==> src/tdfa_pkg.sv <==
// Package for the table-driven DFA matcher: field widths, command, verdict and
// register codes, and the write request carried to the transition memory.
// No dependencies.
package tdfa_pkg;

  // Default sizes of the alphabet and the transition table.
  localparam int NUM_STATES_DEF  = 16;
  localparam int MAX_SYMBOLS_DEF = 16;

  // Fixed field widths.
  localparam int STATE_W    = 4;
  localparam int CHAR_W     = 8;
  localparam int CMD_W      = 2;
  localparam int VERDICT_W  = 2;
  localparam int SYM_CNT_W  = 5;
  localparam int MASK_W     = 16;
  localparam int CFG_IDX_W  = 2;
  localparam int CFG_DATA_W = 16;
  localparam int IN_DATA_W  = 24;
  localparam int OUT_DATA_W = 8;

  // Commands carried in tuser.
  localparam logic [CMD_W-1:0] CMD_LOAD_ALPHA = 2'd0;
  localparam logic [CMD_W-1:0] CMD_LOAD_TRANS = 2'd1;
  localparam logic [CMD_W-1:0] CMD_SYMBOL     = 2'd2;
  localparam logic [CMD_W-1:0] CMD_END        = 2'd3;

  // Verdict codes.
  localparam logic [VERDICT_W-1:0] VERDICT_PROGRESS = 2'd0;
  localparam logic [VERDICT_W-1:0] VERDICT_ACCEPT   = 2'd1;
  localparam logic [VERDICT_W-1:0] VERDICT_REJECT   = 2'd2;
  localparam logic [VERDICT_W-1:0] VERDICT_INVALID  = 2'd3;

  // Configuration register indexes.
  localparam logic [CFG_IDX_W-1:0] CFG_SYMBOLS_IN_USE = 2'd0;
  localparam logic [CFG_IDX_W-1:0] CFG_START_STATE    = 2'd1;
  localparam logic [CFG_IDX_W-1:0] CFG_ACCEPT_MASK    = 2'd2;

  // Reset values of the configuration registers.
  localparam logic [SYM_CNT_W-1:0] SYM_USED_RST = 5'd16;
  localparam logic [STATE_W-1:0]   START_RST    = 4'd0;

  // One transition table write.
  typedef struct packed {
    logic               en;
    logic [STATE_W-1:0] row;
    logic [STATE_W-1:0] col;
    logic [STATE_W-1:0] val;
  } tdfa_wr_t;

endpackage

==> src/tdfa_trans_mem.sv <==
// Transition table of the DFA matcher: one row of next states per source state,
// written one entry at a time and read a whole row per cycle into a register.
// Depends on tdfa_pkg.
module tdfa_trans_mem #(
  parameter int NUM_STATES  = tdfa_pkg::NUM_STATES_DEF,
  parameter int MAX_SYMBOLS = tdfa_pkg::MAX_SYMBOLS_DEF
) (
  input  logic                                  clk_i,
  input  logic                                  rst_ni,
  input  tdfa_pkg::tdfa_wr_t                    wr_i,
  input  logic [tdfa_pkg::STATE_W-1:0]          rd_state_i,
  output logic [MAX_SYMBOLS*tdfa_pkg::STATE_W-1:0] row_o
);
  import tdfa_pkg::*;

  localparam int StIdxW  = (NUM_STATES > 1) ? $clog2(NUM_STATES) : 1;
  localparam int SymIdxW = (MAX_SYMBOLS > 1) ? $clog2(MAX_SYMBOLS) : 1;
  localparam int RowW    = MAX_SYMBOLS * STATE_W;

  logic [RowW-1:0]    trans_mem_q [NUM_STATES];
  logic [RowW-1:0]    raw_q;
  logic [StIdxW-1:0]  wr_row;
  logic [StIdxW-1:0]  rd_row;
  logic [SymIdxW-1:0] wr_col;
  logic               fwd_d, fwd_q;
  logic [SymIdxW-1:0] fwd_col_q;
  logic [STATE_W-1:0] fwd_val_q;

  assign wr_row = StIdxW'(wr_i.row);
  assign rd_row = StIdxW'(rd_state_i);
  assign wr_col = SymIdxW'(wr_i.col);

  // A write to the row being read lands after the read, so it is forwarded.
  assign fwd_d = wr_i.en && (wr_i.row == rd_state_i);

  // Memory write of one entry and registered read of a whole row.
  always_ff @(posedge clk_i) begin
    for (int c = 0; c < MAX_SYMBOLS; c++) begin
      if (wr_i.en && (wr_col == SymIdxW'(c))) begin
        trans_mem_q[wr_row][c*STATE_W +: STATE_W] <= wr_i.val;
      end
    end
    raw_q     <= trans_mem_q[rd_row];
    fwd_col_q <= wr_col;
    fwd_val_q <= wr_i.val;
  end

  always_ff @(posedge clk_i or negedge rst_ni) begin
    if (!rst_ni) begin
      fwd_q <= 1'b0;
    end else begin
      fwd_q <= fwd_d;
    end
  end

  // Row as seen by the next cycle, with the forwarded entry merged in.
  always_comb begin
    for (int c = 0; c < MAX_SYMBOLS; c++) begin
      if (fwd_q && (fwd_col_q == SymIdxW'(c))) begin
        row_o[c*STATE_W +: STATE_W] = fwd_val_q;
      end else begin
        row_o[c*STATE_W +: STATE_W] = raw_q[c*STATE_W +: STATE_W];
      end
    end
  end

endmodule

==> src/table_driven_dfa_matcher_top.sv <==
// Table-driven DFA matcher. The block takes one transaction per clock cycle in
// a steady stream while the result stream does not stall, and passes each one
// through the input register, then the result register. In the state loop the
// alphabet compare picks a column of the transition row held in a register,
// and that row register is refilled every cycle from the transition memory at
// the next state. Loads produce no result; symbols and end of string give one.
// Depends on tdfa_pkg and tdfa_trans_mem.
module table_driven_dfa_matcher_top #(
  parameter int NUM_STATES  = tdfa_pkg::NUM_STATES_DEF,
  parameter int MAX_SYMBOLS = tdfa_pkg::MAX_SYMBOLS_DEF
) (
  input  logic                              clk_i,
  input  logic                              rst_ni,
  // Configuration write port.
  input  logic                              cfg_we_i,
  input  logic [tdfa_pkg::CFG_IDX_W-1:0]    cfg_index_i,
  input  logic [tdfa_pkg::CFG_DATA_W-1:0]   cfg_data_i,
  // Input stream.
  input  logic                              s_axis_tvalid,
  output logic                              s_axis_tready,
  // tdata: table_row[3:0], table_column[7:4], entry_value[15:8], symbol_char[23:16]
  input  logic [tdfa_pkg::IN_DATA_W-1:0]    s_axis_tdata,
  // tuser: command[1:0]
  input  logic [tdfa_pkg::CMD_W-1:0]        s_axis_tuser,
  // Result stream.
  output logic                              m_axis_tvalid,
  input  logic                              m_axis_tready,
  // tdata: state_now[3:0], verdict[5:4], zero[7:6]
  output logic [tdfa_pkg::OUT_DATA_W-1:0]   m_axis_tdata,
  // tlast: string_done
  output logic                              m_axis_tlast
);
  import tdfa_pkg::*;

  localparam int SymIdxW = (MAX_SYMBOLS > 1) ? $clog2(MAX_SYMBOLS) : 1;
  localparam int UsedW   = ($clog2(MAX_SYMBOLS + 1) > SYM_CNT_W) ?
                           $clog2(MAX_SYMBOLS + 1) : SYM_CNT_W;
  localparam int RowW    = MAX_SYMBOLS * STATE_W;

  // Configuration registers.
  logic [SYM_CNT_W-1:0] sym_used_q;
  logic [STATE_W-1:0]   start_q;
  logic [MASK_W-1:0]    accept_q;

  // Input register.
  logic               s1_valid_q, s1_valid_d;
  logic [CMD_W-1:0]   s1_cmd_q;
  logic [STATE_W-1:0] s1_row_q, s1_col_q;
  logic [CHAR_W-1:0]  s1_val_q, s1_char_q;

  // Matcher state.
  logic               bad_q, bad_d;
  logic [STATE_W-1:0] state_q, state_d;
  logic [CHAR_W-1:0]  alpha_q [MAX_SYMBOLS];

  // Result register.
  logic                 out_valid_q, out_valid_d;
  logic [STATE_W-1:0]   out_state_q, res_state;
  logic [VERDICT_W-1:0] out_verdict_q, res_verdict;
  logic                 out_last_q, res_last;

  logic               in_fire, s1_fire, s1_has_res, out_free;
  logic               row_ok, col_ok, state_ok;
  logic               found;
  logic [SymIdxW-1:0] hit;
  logic [STATE_W-1:0] next_state;
  logic [RowW-1:0]    cur_row;
  tdfa_wr_t           wr;

  // Configuration writes; an unused index is ignored.
  always_ff @(posedge clk_i or negedge rst_ni) begin
    if (!rst_ni) begin
      sym_used_q <= SYM_USED_RST;
      start_q    <= START_RST;
      accept_q   <= '0;
    end else if (cfg_we_i) begin
      unique case (cfg_index_i)
        CFG_SYMBOLS_IN_USE: sym_used_q <= cfg_data_i[SYM_CNT_W-1:0];
        CFG_START_STATE:    start_q    <= cfg_data_i[STATE_W-1:0];
        CFG_ACCEPT_MASK:    accept_q   <= cfg_data_i[MASK_W-1:0];
        default: ;
      endcase
    end
  end

  // Handshake: the input register drains unless a result finds the output full.
  assign s1_has_res    = (s1_cmd_q == CMD_SYMBOL) || (s1_cmd_q == CMD_END);
  assign out_free      = !out_valid_q || m_axis_tready;
  assign s1_fire       = s1_valid_q && (!s1_has_res || out_free);
  assign s_axis_tready = !s1_valid_q || s1_fire;
  assign in_fire       = s_axis_tvalid && s_axis_tready;

  always_comb begin
    s1_valid_d = s1_valid_q;
    if (in_fire) begin
      s1_valid_d = 1'b1;
    end else if (s1_fire) begin
      s1_valid_d = 1'b0;
    end
  end

  always_ff @(posedge clk_i or negedge rst_ni) begin
    if (!rst_ni) begin
      s1_valid_q <= 1'b0;
    end else begin
      s1_valid_q <= s1_valid_d;
    end
  end

  always_ff @(posedge clk_i) begin
    if (in_fire) begin
      s1_cmd_q  <= s_axis_tuser;
      s1_row_q  <= s_axis_tdata[3:0];
      s1_col_q  <= s_axis_tdata[7:4];
      s1_val_q  <= s_axis_tdata[15:8];
      s1_char_q <= s_axis_tdata[23:16];
    end
  end

  // Load indexes beyond the table are dropped.
  assign row_ok   = 32'(s1_row_q) < NUM_STATES;
  assign col_ok   = 32'(s1_col_q) < MAX_SYMBOLS;
  assign state_ok = 32'(state_q) < NUM_STATES;

  // Alphabet store.
  always_ff @(posedge clk_i) begin
    if (s1_fire && (s1_cmd_q == CMD_LOAD_ALPHA) && col_ok) begin
      alpha_q[SymIdxW'(s1_col_q)] <= s1_val_q;
    end
  end

  // Parallel alphabet compare; the lowest matching entry in use wins.
  always_comb begin
    found = 1'b0;
    hit   = '0;
    for (int k = MAX_SYMBOLS - 1; k >= 0; k--) begin
      if ((UsedW'(k) < UsedW'(sym_used_q)) && (alpha_q[k] == s1_char_q)) begin
        found = 1'b1;
        hit   = SymIdxW'(k);
      end
    end
  end

  // Column select from the row of the current state.
  always_comb begin
    next_state = '0;
    for (int k = 0; k < MAX_SYMBOLS; k++) begin
      if (hit == SymIdxW'(k)) begin
        next_state = cur_row[k*STATE_W +: STATE_W];
      end
    end
  end

  // Transition table writes and the row read for the following cycle.
  always_comb begin
    wr.en  = s1_fire && (s1_cmd_q == CMD_LOAD_TRANS) && row_ok && col_ok;
    wr.row = s1_row_q;
    wr.col = s1_col_q;
    wr.val = s1_val_q[STATE_W-1:0];
  end

  tdfa_trans_mem #(
    .NUM_STATES  (NUM_STATES),
    .MAX_SYMBOLS (MAX_SYMBOLS)
  ) u_trans_mem (
    .clk_i      (clk_i),
    .rst_ni     (rst_ni),
    .wr_i       (wr),
    .rd_state_i (state_d),
    .row_o      (cur_row)
  );

  // State step and result for symbol and end-of-string transactions.
  always_comb begin
    state_d     = state_q;
    bad_d       = bad_q;
    res_state   = state_q;
    res_verdict = VERDICT_PROGRESS;
    res_last    = 1'b0;
    unique case (s1_cmd_q)
      CMD_SYMBOL: begin
        if (!found) begin
          bad_d = 1'b1;
        end else if (state_ok) begin
          state_d = next_state;
        end
        res_state   = state_d;
        res_verdict = bad_d ? VERDICT_INVALID : VERDICT_PROGRESS;
      end
      CMD_END: begin
        res_last = 1'b1;
        if (bad_q) begin
          res_verdict = VERDICT_INVALID;
        end else if (accept_q[state_q]) begin
          res_verdict = VERDICT_ACCEPT;
        end else begin
          res_verdict = VERDICT_REJECT;
        end
        state_d = start_q;
        bad_d   = 1'b0;
      end
      CMD_LOAD_ALPHA, CMD_LOAD_TRANS: ;
    endcase
    if (!s1_fire) begin
      state_d = state_q;
      bad_d   = bad_q;
    end
  end

  always_ff @(posedge clk_i or negedge rst_ni) begin
    if (!rst_ni) begin
      state_q <= START_RST;
      bad_q   <= 1'b0;
    end else begin
      state_q <= state_d;
      bad_q   <= bad_d;
    end
  end

  // Result register.
  always_comb begin
    out_valid_d = out_valid_q;
    if (s1_fire && s1_has_res) begin
      out_valid_d = 1'b1;
    end else if (m_axis_tready) begin
      out_valid_d = 1'b0;
    end
  end

  always_ff @(posedge clk_i or negedge rst_ni) begin
    if (!rst_ni) begin
      out_valid_q <= 1'b0;
    end else begin
      out_valid_q <= out_valid_d;
    end
  end

  always_ff @(posedge clk_i) begin
    if (s1_fire && s1_has_res) begin
      out_state_q   <= res_state;
      out_verdict_q <= res_verdict;
      out_last_q    <= res_last;
    end
  end

  assign m_axis_tvalid = out_valid_q;
  assign m_axis_tdata  = {2'b00, out_verdict_q, out_state_q};
  assign m_axis_tlast  = out_last_q;

`ifndef ASSERT_OFF
  // End of string returns the machine to the start state with a clean flag.
  a_end_restart: assert property (@(posedge clk_i) disable iff (!rst_ni)
    s1_fire && (s1_cmd_q == CMD_END) |=> (state_q == $past(start_q)) && !bad_q)
    else $error("end of string did not restart the machine");

  // Loads never fill the result register.
  a_load_silent: assert property (@(posedge clk_i) disable iff (!rst_ni)
    s1_fire && ((s1_cmd_q == CMD_LOAD_ALPHA) || (s1_cmd_q == CMD_LOAD_TRANS))
    |=> out_valid_q == $past(out_valid_q && !m_axis_tready))
    else $error("load transaction produced a result");

  // A pending symbol result agrees with the live state and invalid flag.
  a_symbol_state: assert property (@(posedge clk_i) disable iff (!rst_ni)
    out_valid_q && !out_last_q |-> (out_state_q == state_q) &&
    ((out_verdict_q == VERDICT_INVALID) == bad_q))
    else $error("symbol result disagrees with matcher state");

  // A result never waits in the input register while the output is free.
  a_no_bubble: assert property (@(posedge clk_i) disable iff (!rst_ni)
    s1_valid_q && !out_valid_q |-> s1_fire)
    else $error("input register stalled with the output free");
`endif

endmodule
==> config.mk <==
export PLATFORM = sky130hd
export DESIGN_NAME = table_driven_dfa_matcher_top
export DESIGN_NICKNAME = d
export VERILOG_FILES = /design/src/tdfa_pkg.sv /design/src/tdfa_trans_mem.sv /design/src/table_driven_dfa_matcher_top.sv
export SDC_FILE = /design/constraint.sdc
export NUM_CORES = 2
export LEC_CHECK = 0
export BUFFER_PORTS_ARGS = -buffer_cell sky130_fd_sc_hd__buf_4
export CORE_MARGIN = 1
export CORE_UTILIZATION = 40
export CTS_BUF_LIST = sky130_fd_sc_hd__clkbuf_2
export DETAILED_ROUTE_END_ITERATION = 12
export PLACE_DENSITY_LB_ADDON = 0.2
export SLEW_MARGIN = 20
export SYNTH_ARGS = -nofsm -noshare
export SYNTH_HDL_FRONTEND = slang
export SYNTH_HIERARCHICAL = 1
export SYNTH_SLANG_ARGS = --single-unit
==> constraint.sdc <==
create_clock -name clk_i -period 5.45 [get_ports clk_i]
set_input_delay 1.09 -clock clk_i [delete_from_list [all_inputs] [get_ports clk_i]]
set_output_delay 1.09 -clock clk_i [all_outputs]
set_load 0.02 [all_outputs]
==> results.yml <==
cells_and_area:
  drive_gt1_frac: 0.3183
  final_nets: 3206
  areaGrowthSynthToFinish_pct: 12.52
  design_area_um2: 57640
  fill_cells: 10810
  layoutNonFillerInstCount: 5066
worst_setup_path:
  worst_path_max_delay_cell: "o22ai_1"
  crit_path_start_kind: "register"
  cp-end-kind: "register"
  path_max_fanout: 44
  cp_data_arrival_time_ns: 6.83
  cp_slowest_stage_delay_ns: 0.75
  critPathKind: "reg2reg"
  critPathTopFamily: "compound AO/OA/AOI/OAI gates"
  crit_chain: "buf_4 > xor2_1 > nor4_2 > o211ai_1 > a21o_1 > o21a_2 > nor2_2 > buf_4 > a21oi_1 > o211a_1 > a211oi_2 > nor3_1 > o22ai_1 > buf_4 > nor2b_4 > buf_12 > a22oi_1 > nand2_1"
  cp_common_cell: "buf_4"
  critical_path_buf_inv_count: 4
  required_ns: 6.95
sta:
  period_share: 0.9773
  slew_headroom: 0.2677
  finalSetupTns_ns: 0
  fmax_ghz: 0.1877
  setup_viol: 0
  tightest_slew_ns: 1.098
  slew_viol_final: 0
  fin_skew_ns: 0.1598
  finalHoldViolCount: 0
  period_needed_ns: 5.326
  hold_slack_ns: 0.2197
synth:
  synth_edf_count: 1185
  async_flop_share: 0.02558
  synth_compound_area_frac: 0.03378
  ys_seq_area_frac: 0.7389
  synthXorXnorAreaFrac: 0.02257
  ys_warn_count: 6
  netlist_area_um2: 51230
  synth.avg_cell_area_um2: 18.58
  synth_simple_gate_area_frac: 0.04894
  ys_seq_elements: 1290
  synth_top_family_by_area: "multiplexers"
  synthCells: 2757
  synth_fa_ha_area_frac: 0
  synthMuxAreaShare: 0.1366
  synth.distinct_cells: 86
  synth_top_flop_cell: "edfxtp_1"
routing:
  via_per_inst: 5.468
  drtIter0Drc: 2499
  postRouteWirelength_mm: 131.4
  drt-wirelength-per-cell_um: 25.94
  postRouteAntennaNets: 0
  post-route-drc-count: 0
  dr.pass1.iters: 5
  num_vias: 27700
power_and_ir_drop:
  p_per_area_nw_per_um2: 369.2
  vdd.ir_drop.worst_v: 0.0002381
  leakage_uw: 0.01904
  totalPowerFinal_uw: 21280
job:
  cap_violations: 0
grt:
  grt_use_total: 0.2016
  grt_pass1_vias: 29340
  grt_max_degree: 189
  grt_pass1_wl_mm: 192.0
  overflow: 0
  antenna_found_initial: 9
floorplan:
  dieArea_um2: 129500
  core-area_um2: 126400
  rows: 130
  die_x_um: 359.9
  io_pins: 60
  die_h_um: 359.9
  start_util: 0.4054
cts:
  cts_tree: "yes"
  cts_buffer_depth: 4
  cts.htree.levels: 5
  root_buffer: "clkbuf_2"
  cts_buffers: 332
  clk_latency_ns: 1.63
  clock-sinks: 1290
  clk_pin_slew_ns: 0.11
worst_hold_path:
  hold_class: "in2reg"
outcome:
  status: "completed"
place:
  gp_congestion: 0.8592
  numPortBuffers: 57
  hpwl_mm: 77.34
  post_dp_cell_area_um2: 53830
  placed_cells: 4388
[state kept, by name (all words and copies together) (netlist names), 4 cells and up]
register / flops
u_trans_mem/trans_mem_q: 1024
alpha_q: 128
u_trans_mem/raw_q: 64
accept_q: 16
s1_char_q: 8
s1_val_q: 8
sym_used_q: 5
out_state_q: 4
s1_col_q: 4
s1_row_q: 4
start_q: 4
state_q: 4
u_trans_mem/fwd_col_q: 4
u_trans_mem/fwd_val_q: 4
[cells in the mapped netlist (all sizes together), types with 6 or more instances]
| library cell | number | area (µm²) |
|---|---|---|
| a21oi | 37 | 185.2 |
| a22oi | 128 | 960.9 |
| and2 | 9 | 62.56 |
| buf | 80 | 600.6 |
| clkbuf | 83 | 352.8 |
| dfrtp | 32 | 800.8 |
| dfxtp | 72 | 1441 |
| edfxtp | 1185 | 35580 |
| inv | 7 | 26.28 |
| mux2 | 94 | 1059 |
| mux2i | 6 | 60.06 |
| mux4 | 261 | 5878 |
| nand2 | 119 | 454.2 |
| nand2b | 9 | 56.30 |
| nand3 | 26 | 130.1 |
| nand3b | 7 | 52.55 |
| nand4 | 19 | 118.9 |
| nor2 | 301 | 1132 |
| nor2b | 10 | 62.56 |
| nor3 | 18 | 90.09 |
| nor4 | 15 | 100.1 |
| o21a | 7 | 61.31 |
| o21ai | 17 | 100.1 |
| or3 | 11 | 81.32 |
| xnor2 | 72 | 630.6 |
| xor2 | 60 | 525.5 |
[power by group]
part | internal (µW) | leakage (µW) | switching, µW
sequential | 11100 | 0.0117 | 432
clock | 2560 | 0.00227 | 3850
combinational | 1600 | 0.00510 | 1730
[cells by family after synthesis]
group / Yosys count
other cells: 1
xor+xnor: 132
simple gates: 566
buf+inv: 171
flops: 1290
compound gates: 236
mux: 361
[worst paths after layout]
| check | cells past startpoint | start | endpoint | slack, ns |
|---|---|---|---|---|
| max in group asynchronous | 4 | rst_ni | state_q[3] | 4.67 |
| max | 18 | s1_char_q[1] | u_trans_mem/raw_q[33] | 0.12 |
| min | 2 | s_axis_tdata[9] | s1_val_q[1] | 0.22 |
| min in group asynchronous | 4 | rst_ni | accept_q[8] | 0.54 |
| min reg2reg | 1 | accept_q[14] | accept_q[14] | 0.50 |
| max reg2reg | 18 | s1_char_q[1] | u_trans_mem/raw_q[33] | 0.12 |
[through the flow]
| stage | setup WS (ns) | util |
|---|---|---|
| 2_1_floorplan | 1.170 | - |
| 3_3_place_gp | 0.02174 | 0.4259 |
| 3_5_place_dp | 0.04240 | 0.4259 |
| 4_1_cts | 0.02036 | 0.4537 |
| 5_1_grt | -0.007090 | 0.4561 |
| 6_report | 0.1237 | 0.4561 |
[cell usage in the layout (no fill, tap or decap), drive strengths merged, types with 11 or more instances in the layout]
master / instances
clkinv: 95
nor2b: 11
nand4: 19
o21ai: 17
inv: 12
nor2: 301
dfrtp: 32
or3: 11
xnor2: 72
xor2: 60
dfxtp: 72
mux4: 261
clkbuf: 484
dlygate4sd3: 57
edfxtp: 1185
nand2: 119
a21oi: 37
a22oi: 128
buf: 169
nand3: 26
nor3: 18
mux2: 94
nor4: 15
[final cells by class]
class                   count  area, µm²  area share
well taps                1650       2064     0.03582
inverters                   8      30.03   0.0005209
flip-flops and latches   1290      37850      0.6567
diodes                      7      17.52   0.0003039
repair buffers            227       2237     0.03881
clock buffers             483       2417     0.04194
multi-input cells        1298      12510      0.2171
clock inverters           103      510.5    0.008856
[what timing repair did]
item | 4_1_cts | 5_1_grt
gates resized for setup | 0 | 10
hold buffers | 58 | 0
endpoints found under the hold margin | 86 | 0
setup endpoints to repair | 0 | 52
setup buffers | 0 | 25
[routing by layer]
| layer | global-route usage | share of wire |
|---|---|---|
| met5 | 0 | 0.00027 |
| met3 | 0.03992 | 0.060 |
| met4 | 0.08815 | 0.032 |
| met2 | 0.3328 | 0.50 |
| met1 | 0.2589 | 0.41 |
(Power assumes the default switching activity.)
